`src/rtl/qrm_pkg.sv`:
```
`timescale 1ns / 1ps

package qrm_pkg;

   localparam int IN_WIDTH      = 16;
   localparam int OUT_FRAC_BITS = 14;
   localparam int OUT_WIDTH     = OUT_FRAC_BITS + 2;
   localparam int PROD_WIDTH    = 2 * IN_WIDTH;
   localparam int SUM_WIDTH     = 2 * IN_WIDTH + 2;
   localparam int DEN_WIDTH     = 2 * IN_WIDTH + 1;
   localparam int QUO_WIDTH     = OUT_FRAC_BITS + 1;
   localparam int NUM_ENTRIES   = 9;
   localparam int DIV_STAGES    = OUT_FRAC_BITS;

   localparam logic [OUT_WIDTH-1:0] FIX_ONE = OUT_WIDTH'(1) << OUT_FRAC_BITS;

   // matrix entry order, row major
   localparam int E_R0C0 = 0;
   localparam int E_R0C1 = 1;
   localparam int E_R0C2 = 2;
   localparam int E_R1C0 = 3;
   localparam int E_R1C1 = 4;
   localparam int E_R1C2 = 5;
   localparam int E_R2C0 = 6;
   localparam int E_R2C1 = 7;
   localparam int E_R2C2 = 8;

   typedef struct packed {
      logic                                     vld;
      logic                                     zero;
      logic [DEN_WIDTH-1:0]                     den;
      logic [NUM_ENTRIES-1:0]                   neg;
      logic [NUM_ENTRIES-1:0][DEN_WIDTH-1:0]    rem;
      logic [NUM_ENTRIES-1:0][QUO_WIDTH-1:0]    quo;
   } div_word_type;

   typedef struct packed {
      logic                                     vld;
      logic                                     zero;
      logic [NUM_ENTRIES-1:0][OUT_WIDTH-1:0]    ent;
   } result_type;

endpackage

```
`src/rtl/qrm_div_stage.sv`:
```
`timescale 1ns / 1ps

module qrm_div_stage (
   input  logic                  clock,
   input  logic                  reset,
   input  logic                  enable,
   input  qrm_pkg::div_word_type in_word,
   output qrm_pkg::div_word_type out_word
);

   qrm_pkg::div_word_type word_ff, word_in;

   // one restoring step, one fraction bit per entry
   always_comb begin
      logic [qrm_pkg::DEN_WIDTH:0] two_r;
      logic [qrm_pkg::DEN_WIDTH:0] diff;
      two_r = '0;
      diff  = '0;
      word_in = in_word;
      for (int i = 0; i < qrm_pkg::NUM_ENTRIES; i++) begin
         two_r = {in_word.rem[i], 1'b0};
         diff  = two_r - {1'b0, in_word.den};
         if (two_r >= {1'b0, in_word.den}) begin
            word_in.rem[i] = diff[qrm_pkg::DEN_WIDTH-1:0];
            word_in.quo[i] = {in_word.quo[i][qrm_pkg::QUO_WIDTH-2:0], 1'b1};
         end else begin
            word_in.rem[i] = two_r[qrm_pkg::DEN_WIDTH-1:0];
            word_in.quo[i] = {in_word.quo[i][qrm_pkg::QUO_WIDTH-2:0], 1'b0};
         end
      end
   end

   always_ff @(posedge clock) begin
      if (reset) begin
         word_ff.vld <= 1'b0;
      end else if (enable) begin
         word_ff.vld <= word_in.vld;
      end
   end

   always_ff @(posedge clock) begin
      if (enable) begin
         word_ff.zero <= word_in.zero;
         word_ff.den  <= word_in.den;
         word_ff.neg  <= word_in.neg;
         word_ff.rem  <= word_in.rem;
         word_ff.quo  <= word_in.quo;
      end
   end

   assign out_word = word_ff;

endmodule

```
`config.mk`:
```
export PLATFORM = sky130hd
export DESIGN_NAME = qrm_div_stage
export DESIGN_NICKNAME = d
export VERILOG_FILES = /design/src/rtl/qrm_pkg.sv /design/src/rtl/qrm_div_stage.sv
export SDC_FILE = /design/constraint.sdc
export NUM_CORES = 1
export LEC_CHECK = 0
export BUFFER_PORTS_ARGS = -buffer_cell sky130_fd_sc_hd__buf_4
export CAP_MARGIN = 20
export CORE_AREA = 5 5 368 370
export CTS_CLUSTER_DIAMETER = 150
export DETAILED_ROUTE_END_ITERATION = 8
export DIE_AREA = 0 0 373 375
export PLACE_DENSITY = 0.5
export SYNTH_ARGS = -nofsm -noshare
export SYNTH_HDL_FRONTEND = slang
export SYNTH_SLANG_ARGS = --single-unit
```
`constraint.sdc`:
```
create_clock -name clock -period 10.5 [get_ports clock]
set_clock_uncertainty 0.2 [all_clocks]
set_input_delay 1.575 -clock clock [delete_from_list [all_inputs] [get_ports clock]]
set_output_delay 1.575 -clock clock [all_outputs]
set_load 0.01 [all_outputs]
```
==> out/metrics.csv <==
metric,value,unit
final_cell_mix,"buf_4, edfxtp_1, ha_1",
dieArea,0.140,mm2
postCtsResizedCells,0,
cts-root-buf,clkbuf_16,
placedInstanceArea,0.0422,mm2
grt_use_met1,26.4,%
drt_first_pass_iters,5,
setup-violations-final,0,
start_kind,input pin,
num_vias,30000,
ys.flop_type,edfxtp_1,
drive_gt1_share,27.2,%
start_util,24.8,%
largest_register_ffs,476,
use_met3,6.95,%
max-cap-violations,0,
routedWlPerCell,27.2,um
slew_viol_final,0,
arrival,6160,ps
io_buffers,945,
ys_seq_elements,476,
seq_area,0.0143,mm2
grt_pass1_wl,221,mm
grt_pass1_vias,28700,
grt_antenna_before_repair,56,
outcome,"complete, no violations",
area_delta_synth_final,35.6,%
dieWidth,373,um
swShare,33.0,%
synth-edff-count,475,
fillers,13600,
timing.rr.end,out_word[475],
final_hold_viol_count,0,
r2r_cells,2,
grt.total_usage,22.1,%
cts.sinks,476,
grt_max_degree,138,
p_sw,2.34,mW
yosys.area.top_type_share,43.5,%
critPathRequiredTime,10710,ps
place_hpwl,127,mm
p_clk_share,33.9,%
core-area,0.132,mm2
worst_pin_slew,1070,ps
ys_seq_area_share,43.5,%
syn_nets,3974,
peakVddDrop,98.8,uV
busiest_layer,met2,
die_h,375,um
endpoint_kind,flip-flop,
ys_top_cells_by_area,"edfxtp_1, ha_1, a21oi_1, xnor2_1, mux2_1",
p_leak,19.0,nW
drc,0,
clk_latency,640,ps
hp-class,flip-flop to flip-flop,
crit_start,in_word[443],
min_to,out_word[475],
hold_start,out_word[475],
fin_crit,5950,ps
comb_power_share,30.7,%
ctsHtreeMaxLevel,3,
hold_buffers,0,
synth_warnings,0,
r2r_slack,9720,ps
min_path_cells,2,
synthCells,3189,
cts_setup_buffers,0,
syn_area_per_cell,10.3,um2
design_area,0.0445,mm2
critPathMaxFanout,47,
reg2reg_from,out_word[475],
ant_nets,0,
tns,0,ps
p_seq_share,35.4,%
fin_crit_sh,56.6,%
grt_setup_unrepaired,false,
drtIter0Drc,2348,
netlist_area,0.0328,mm2
met2_usage,37.5,%
fin_util,33.7,%
grt-ovfl-total,0,
routabilityCongestion,0.871,
row_count,134,
numCtsBuffers,68,
clock_path_buffers,3,
p_int,4.75,mW
layout_commonest_cell,buf_4,
power.density,159,mW/mm2
wl,164,mm
multi_input_area,0.0177,mm2
synth_area_leader_cell,edfxtp_1,
ios,955,
path_clk_slew,50,ps
viasPerCell,4.99,
async_reset_ff_share,0,%
max_slew_margin,28.9,%
cts_tree,yes,
fmax,0.168,GHz
hold_slack,299,ps
final_nets,4959,
critical_path_class,input pin to flip-flop,
synth.distinct_cells,85,
[layout make-up]
type,instances,area share (%)
clock inverter,43,1.15
timing repair buffer,993,16.8
multi-input combinational,2503,39.9
inverter,132,1.11
tap,1768,4.97
sequential,476,32.1
antenna,17,0.0955
clock buffer,76,3.89
[cells in the mapped netlist, types with 17 or more instances]
cell and number:
o31ai_1 39, nand4_1 42, ha_1 297, and2_1 17, a21o_1 138, xnor2_1 133
o211ai_1 21, mux2_1 93, a211oi_1 38, xor2_1 103, o21a_1 42, inv_1 121
nand2_1 278, nand3_1 60, nand2b_1 40, a21oi_1 290, nor3_1 54, nor2b_1 41
buf_2 18, edfxtp_1 475, nor2_1 193, and3_1 28, a31oi_1 41, o21bai_1 36
o21ai_0 98, o21ai_1 146, clkbuf_1 48
[stage by stage]
stage / instances / setup slack, ps / power (mW)
CTS: 5991 / 4550 / 7.20
global placement: 5872 / 3920 / 4.73
floorplan: 3189 / 5640 / 3.66
detailed placement: 5872 / 3870 / 4.73
global route: 5998 / 4240 / 7.44
finish: 6008 / 4550 / 7.10
[worst max-delay path by stage]
stage                    end  depth (start not counted)  slack, ps
2_1_floorplan  out_word[276]                         11       5640
3_3_place_gp   out_word[403]                         12       3920
3_5_place_dp   out_word[403]                         12       3870
4_1_cts        out_word[320]                         14       4550
5_1_grt        out_word[320]                         14       4240
6_report       out_word[403]                         12       4550
[routing by layer]
layer	vias up	share of wire, %
li1	14100	-
met1	14400	40
met2	1181	48
met3	219	8.6
met4	30	3.6
met5	-	0.12
[cells by family after synthesis]
group	after synthesis	synth area share, %
AND/OR/NAND/NOR	818	11.8
flip-flops	476	43.5
AO/OA/AOI/OAI	1028	20.0
buffers and inverters	210	2.56
multiplexers	115	4.01
adder cells (fa/ha/maj)	306	11.9
XOR/XNOR	236	6.30
[worst max-delay path, stage by stage]
cell       delay [ps]
buf_4             110
inv_1             570
ha_1              450
nor2b_1           180
o31a_1            280
o22ai_1           410
o211ai_1          210
a41oi_2           430
a2111oi_0         240
nor4_4            730
buf_4             540
mux2_1            370
[power groups by stage]
| stage | Clock [mW] | Sequential, mW | Combinational [mW] |
|---|---|---|---|
| after floorplan | 0 | 2.64 | 1.02 |
| after global placement | 0 | 2.55 | 2.18 |
| after detailed placement | 0 | 2.55 | 2.18 |
| after CTS | 2.49 | 2.52 | 2.19 |
| after global routing | 2.56 | 2.53 | 2.35 |
| final | 2.41 | 2.51 | 2.18 |
Power figures use the tool's default switching activity.
