File: config.mk
export PLATFORM = sky130hd
export DESIGN_NAME = qrm_round
export DESIGN_NICKNAME = d
export VERILOG_FILES = /design/src/rtl/qrm_pkg.sv /design/src/rtl/qrm_round.sv
export SDC_FILE = /design/constraint.sdc
export NUM_CORES = 1
export LEC_CHECK = 0
export BUFFER_PORTS_ARGS = -buffer_cell sky130_fd_sc_hd__buf_2
export CAP_MARGIN = 20
export CELL_PAD_IN_SITES_DETAIL_PLACEMENT = 1
export CELL_PAD_IN_SITES_GLOBAL_PLACEMENT = 1
export CORE_MARGIN = 8
export CORE_UTILIZATION = 35
export CTS_BUF_LIST = sky130_fd_sc_hd__clkbuf_2 sky130_fd_sc_hd__clkbuf_4 sky130_fd_sc_hd__clkbuf_8
export DETAILED_ROUTE_END_ITERATION = 16
export HOLD_SLACK_MARGIN = 0.15
export PLACE_DENSITY_LB_ADDON = 0.25
export SETUP_SLACK_MARGIN = 0.5
export SYNTH_ARGS = -nofsm -noshare
export SYNTH_HDL_FRONTEND = slang
export SYNTH_SLANG_ARGS = --single-unit
File: constraint.sdc
create_clock -name clock -period 6.33 [get_ports clock]
set_input_delay 1.5825 -clock clock [delete_from_list [all_inputs] [get_ports clock]]
set_output_delay 1.5825 -clock clock [all_outputs]
set_load 0.01 [all_outputs]
File: src/rtl/qrm_pkg.sv
`timescale 1ns / 1ps

package qrm_pkg;

   localparam int IN_WIDTH      = 16;
   localparam int OUT_FRAC_BITS = 14;
   localparam int OUT_WIDTH     = OUT_FRAC_BITS + 2;
   localparam int PROD_WIDTH    = 2 * IN_WIDTH;
   localparam int SUM_WIDTH     = 2 * IN_WIDTH + 2;
   localparam int DEN_WIDTH     = 2 * IN_WIDTH + 1;
   localparam int QUO_WIDTH     = OUT_FRAC_BITS + 1;
   localparam int NUM_ENTRIES   = 9;
   localparam int DIV_STAGES    = OUT_FRAC_BITS;

   localparam logic [OUT_WIDTH-1:0] FIX_ONE = OUT_WIDTH'(1) << OUT_FRAC_BITS;

   // matrix entry order, row major
   localparam int E_R0C0 = 0;
   localparam int E_R0C1 = 1;
   localparam int E_R0C2 = 2;
   localparam int E_R1C0 = 3;
   localparam int E_R1C1 = 4;
   localparam int E_R1C2 = 5;
   localparam int E_R2C0 = 6;
   localparam int E_R2C1 = 7;
   localparam int E_R2C2 = 8;

   typedef struct packed {
      logic                                     vld;
      logic                                     zero;
      logic [DEN_WIDTH-1:0]                     den;
      logic [NUM_ENTRIES-1:0]                   neg;
      logic [NUM_ENTRIES-1:0][DEN_WIDTH-1:0]    rem;
      logic [NUM_ENTRIES-1:0][QUO_WIDTH-1:0]    quo;
   } div_word_type;

   typedef struct packed {
      logic                                     vld;
      logic                                     zero;
      logic [NUM_ENTRIES-1:0][OUT_WIDTH-1:0]    ent;
   } result_type;

endpackage

File: src/rtl/qrm_round.sv
`timescale 1ns / 1ps

module qrm_round (
   input  logic                  clock,
   input  logic                  reset,
   input  logic                  enable,
   input  qrm_pkg::div_word_type in_word,
   output qrm_pkg::result_type   out_res
);

   qrm_pkg::result_type res_ff, res_in;

   // round half away from zero on the magnitude, clamp, apply sign; an all-zero input gives the identity
   always_comb begin
      logic [qrm_pkg::DEN_WIDTH:0]   two_r;
      logic [qrm_pkg::OUT_WIDTH-1:0] qsum;
      logic [qrm_pkg::OUT_WIDTH-1:0] sat;
      two_r = '0;
      qsum  = '0;
      sat   = '0;
      res_in.vld  = in_word.vld;
      res_in.zero = in_word.zero;
      for (int i = 0; i < qrm_pkg::NUM_ENTRIES; i++) begin
         two_r = {in_word.rem[i], 1'b0};
         qsum  = qrm_pkg::OUT_WIDTH'(in_word.quo[i])
               + qrm_pkg::OUT_WIDTH'(two_r >= {1'b0, in_word.den});
         sat   = (qsum > qrm_pkg::FIX_ONE) ? qrm_pkg::FIX_ONE : qsum;
         res_in.ent[i] = in_word.neg[i] ? (~sat + 1'b1) : sat;
      end
      if (in_word.zero) begin
         res_in.ent = '0;
         res_in.ent[qrm_pkg::E_R0C0] = qrm_pkg::FIX_ONE;
         res_in.ent[qrm_pkg::E_R1C1] = qrm_pkg::FIX_ONE;
         res_in.ent[qrm_pkg::E_R2C2] = qrm_pkg::FIX_ONE;
      end
   end

   always_ff @(posedge clock) begin
      if (reset) begin
         res_ff.vld <= 1'b0;
      end else if (enable) begin
         res_ff.vld <= res_in.vld;
      end
   end

   always_ff @(posedge clock) begin
      if (enable) begin
         res_ff.zero <= res_in.zero;
         res_ff.ent  <= res_in.ent;
      end
   end

   assign out_res = res_ff;

endmodule

==> flow_summary.json <==
{
  "largest_reg_flops": 146,
  "die_area_um2": 63000,
  "netlist_area_um2": 19300,
  "post_synth.cell_area_avg_um2": 8.44,
  "clockBufferDepth": 2,
  "dieHeight_um": 251,
  "arrival_ps": 6620,
  "ys_ff_latch": 146,
  "ys_warn_count": 0,
  "cts_buffers": 17,
  "path_class": "in2reg",
  "clkTransAtPathRegs_ps": 100,
  "cp-start-kind": "input port",
  "post_drt_via_cell_ratio": 5.76,
  "wirelength_um": 107000,
  "async_flop_share_pct": 0,
  "numPortBuffers": 624,
  "die_w_um": 251,
  "fin_skew_ps": 0,
  "core_um2": 54900,
  "dp_cells": 3937,
  "status": "completed",
  "relSlewSlack_pct": 33.7,
  "wl_per_cell_um": 25.8,
  "drc_errors": 0,
  "required_ps": 6630,
  "num_io_pins": 625,
  "clock.fmax_mhz": 158,
  "htreeDepth": 4,
  "synth_edf_count": 145,
  "synth.most_common_cell": "ha_1",
  "cts_num_sinks": 146,
  "drtAntennaViolNets": 0,
  "worst_path_max_delay_cell": "o41a_1",
  "globalplace.congestion": 1.05,
  "path_buf_inv": 5,
  "num_vias": 23988,
  "cts-root-buf": "clkbuf_8",
  "hold_class": "reg2reg",
  "design_area_um2": 30800,
  "grt_pass1_wl_um": 152000,
  "synth-main-ff-cell": "edfxtp_1",
  "max_cap_violations": 0,
  "synth_top_area_share_pct": 22.5,
  "maxSlewViolCount": 0,
  "start_util_pct": 35.2,
  "p_leak_nw": 14.0,
  "grt_overflow": 0,
  "yosys-top-cells-area": "edfxtp_1, ha_1, xnor2_1, a21o_1, nand2_1",
  "crit_path_end_kind": "flop",
  "critPathMaxFanout": 5,
  "max_stage_delay_ps": 470,
  "yosysSeqAreaShare_pct": 22.6,
  "setup-violations-final": 0,
  "grt_start_max_net_pins": 71,
  "grt_pass1_vias": 25221,
  "hpwl_um": 85400,
  "drt_iter0_markers": 1351,
  "ir_worst_vdd_v": 0.000161,
  "powerDensity_nw_per_um2": 131,
  "crit_family": "compound AO/OA/AOI/OAI gates",
  "period_share_pct": 99.8,
  "fin_hold_ws_ps": 511,
  "synth_top_area_cell": "edfxtp_1",
  "tightest_slew_ps": 994,
  "syn-num-nets": 3091,
  "cts_tree": "done",
  "grt_usage_pct": 31.0,
  "syn_inst": 2288,
  "grt_setup_unrepaired": "yes",
  "synth_top_cells_by_count": "ha_1, nand2_1, nor2_1",
  "antenna_found_initial": 52,
  "finalHoldViolations": 0,
  "area_growth_pct": 59.6,
  "row_count": 86,
  "post_dp_cell_area_um2": 27100,
  "clk_latency_ps": 560,
  "period_needed_ps": 6320,
  "layout-drive-gt1-share_pct": 47.7,
  "synth.distinct_cells": 87,
  "drt_first_pass_iters": 5,
  "nNetsFinal": 4207,
  "fin_cells": 4165
}
-- worst paths after layout --
| kind | from | end | slack [ps] | cells after the start |
|---|---|---|---|---|
| min reg2reg | out_res[145]$_SDFFE_PP0P_ | out_res[145]$_SDFFE_PP0P_ | 510 | 2 |
| min | out_res[145]$_SDFFE_PP0P_ | out_res[145]$_SDFFE_PP0P_ | 510 | 2 |
| max reg2reg | out_res[145]$_SDFFE_PP0P_ | out_res[145]$_SDFFE_PP0P_ | 5740 | 2 |
| max | in_word[443] | out_res[60]$_SDFFCE_PP0P_ | 10 | 29 |
-- per-layer routing --
metal | up-vias | track usage [%] | share of wire, %
li1 | 10987 | - | -
met1 | 11862 | 34.9 | 38
met2 | 872 | 55.0 | 50
met3 | 241 | 7.81 | 6.7
met4 | 26 | 14.0 | 4.7
met5 | - | 0 | 0.15
-- cells by family after synthesis --
kind of cell / share of synthesized area [%]
XOR/XNOR: 7.75
adder cells (fa/ha/maj): 21.0
flip-flops: 22.6
multiplexers: 1.52
buffers and inverters: 3.14
AND/OR/NAND/NOR: 24.4
AO/OA/AOI/OAI: 19.6
-- repair_timing --
| action | in CTS | in global routing |
|---|---|---|
| pin swaps | 141 | 215 |
| setup buffers | 86 | 66 |
| hold buffers | 0 | 0 |
| endpoints found under the setup margin | 78 | 92 |
| endpoints found under the hold margin | 0 | 0 |
| gates resized for setup | 189 | 254 |
-- cells in the final DEF (no fill, tap or decap), types with 55 or more instances in the layout --
cell type,instances
a21o_1,103
a21oi_1,84
buf_2,612
buf_4,480
buf_6,74
edfxtp_1,145
ha_1,258
ha_4,66
inv_1,55
nand2_1,149
nand3_1,79
nand4_1,91
nor2_1,158
o21ai_0,63
xnor2_1,105
-- layout make-up --
type | count | area (um^2)
diodes | 44 | 110
clock buffers | 18 | 241
flip-flops and latches | 146 | 4370
clock inverters | 14 | 149
fillers | 6524 | 24000
repair buffers | 1175 | 7660
inverters | 75 | 329
multi-input cells | 1989 | 17100
well taps | 704 | 881
-- worst min-delay path, cell delays in order, from the launching register on --
cell and delay [ps]:
dfxtp_1 340, mux2i_1 60, nor2_1 80
-- stage by stage --
step	worst slack, ps	setup TNS, ps	total power, W	utilization [%]
after floorplan	81.1	0	0.00208	-
after global placement	-911	-25410	0.00287	49.3
after detailed placement	-729	-28140	0.00294	49.3
after CTS	293	0	0.00386	52.8
after global routing	-91.8	-192	0.00425	56.2
final	13.6	0	0.00405	56.2
-- where the power goes --
group          leakage, nW  switching (W)  internal (W)
Sequential            1.40      0.0000370       0.00116
Clock                0.199       0.000464      0.000328
Combinational         12.4        0.00111      0.000953
No activity file was read; power rests on OpenSTA's default activity.
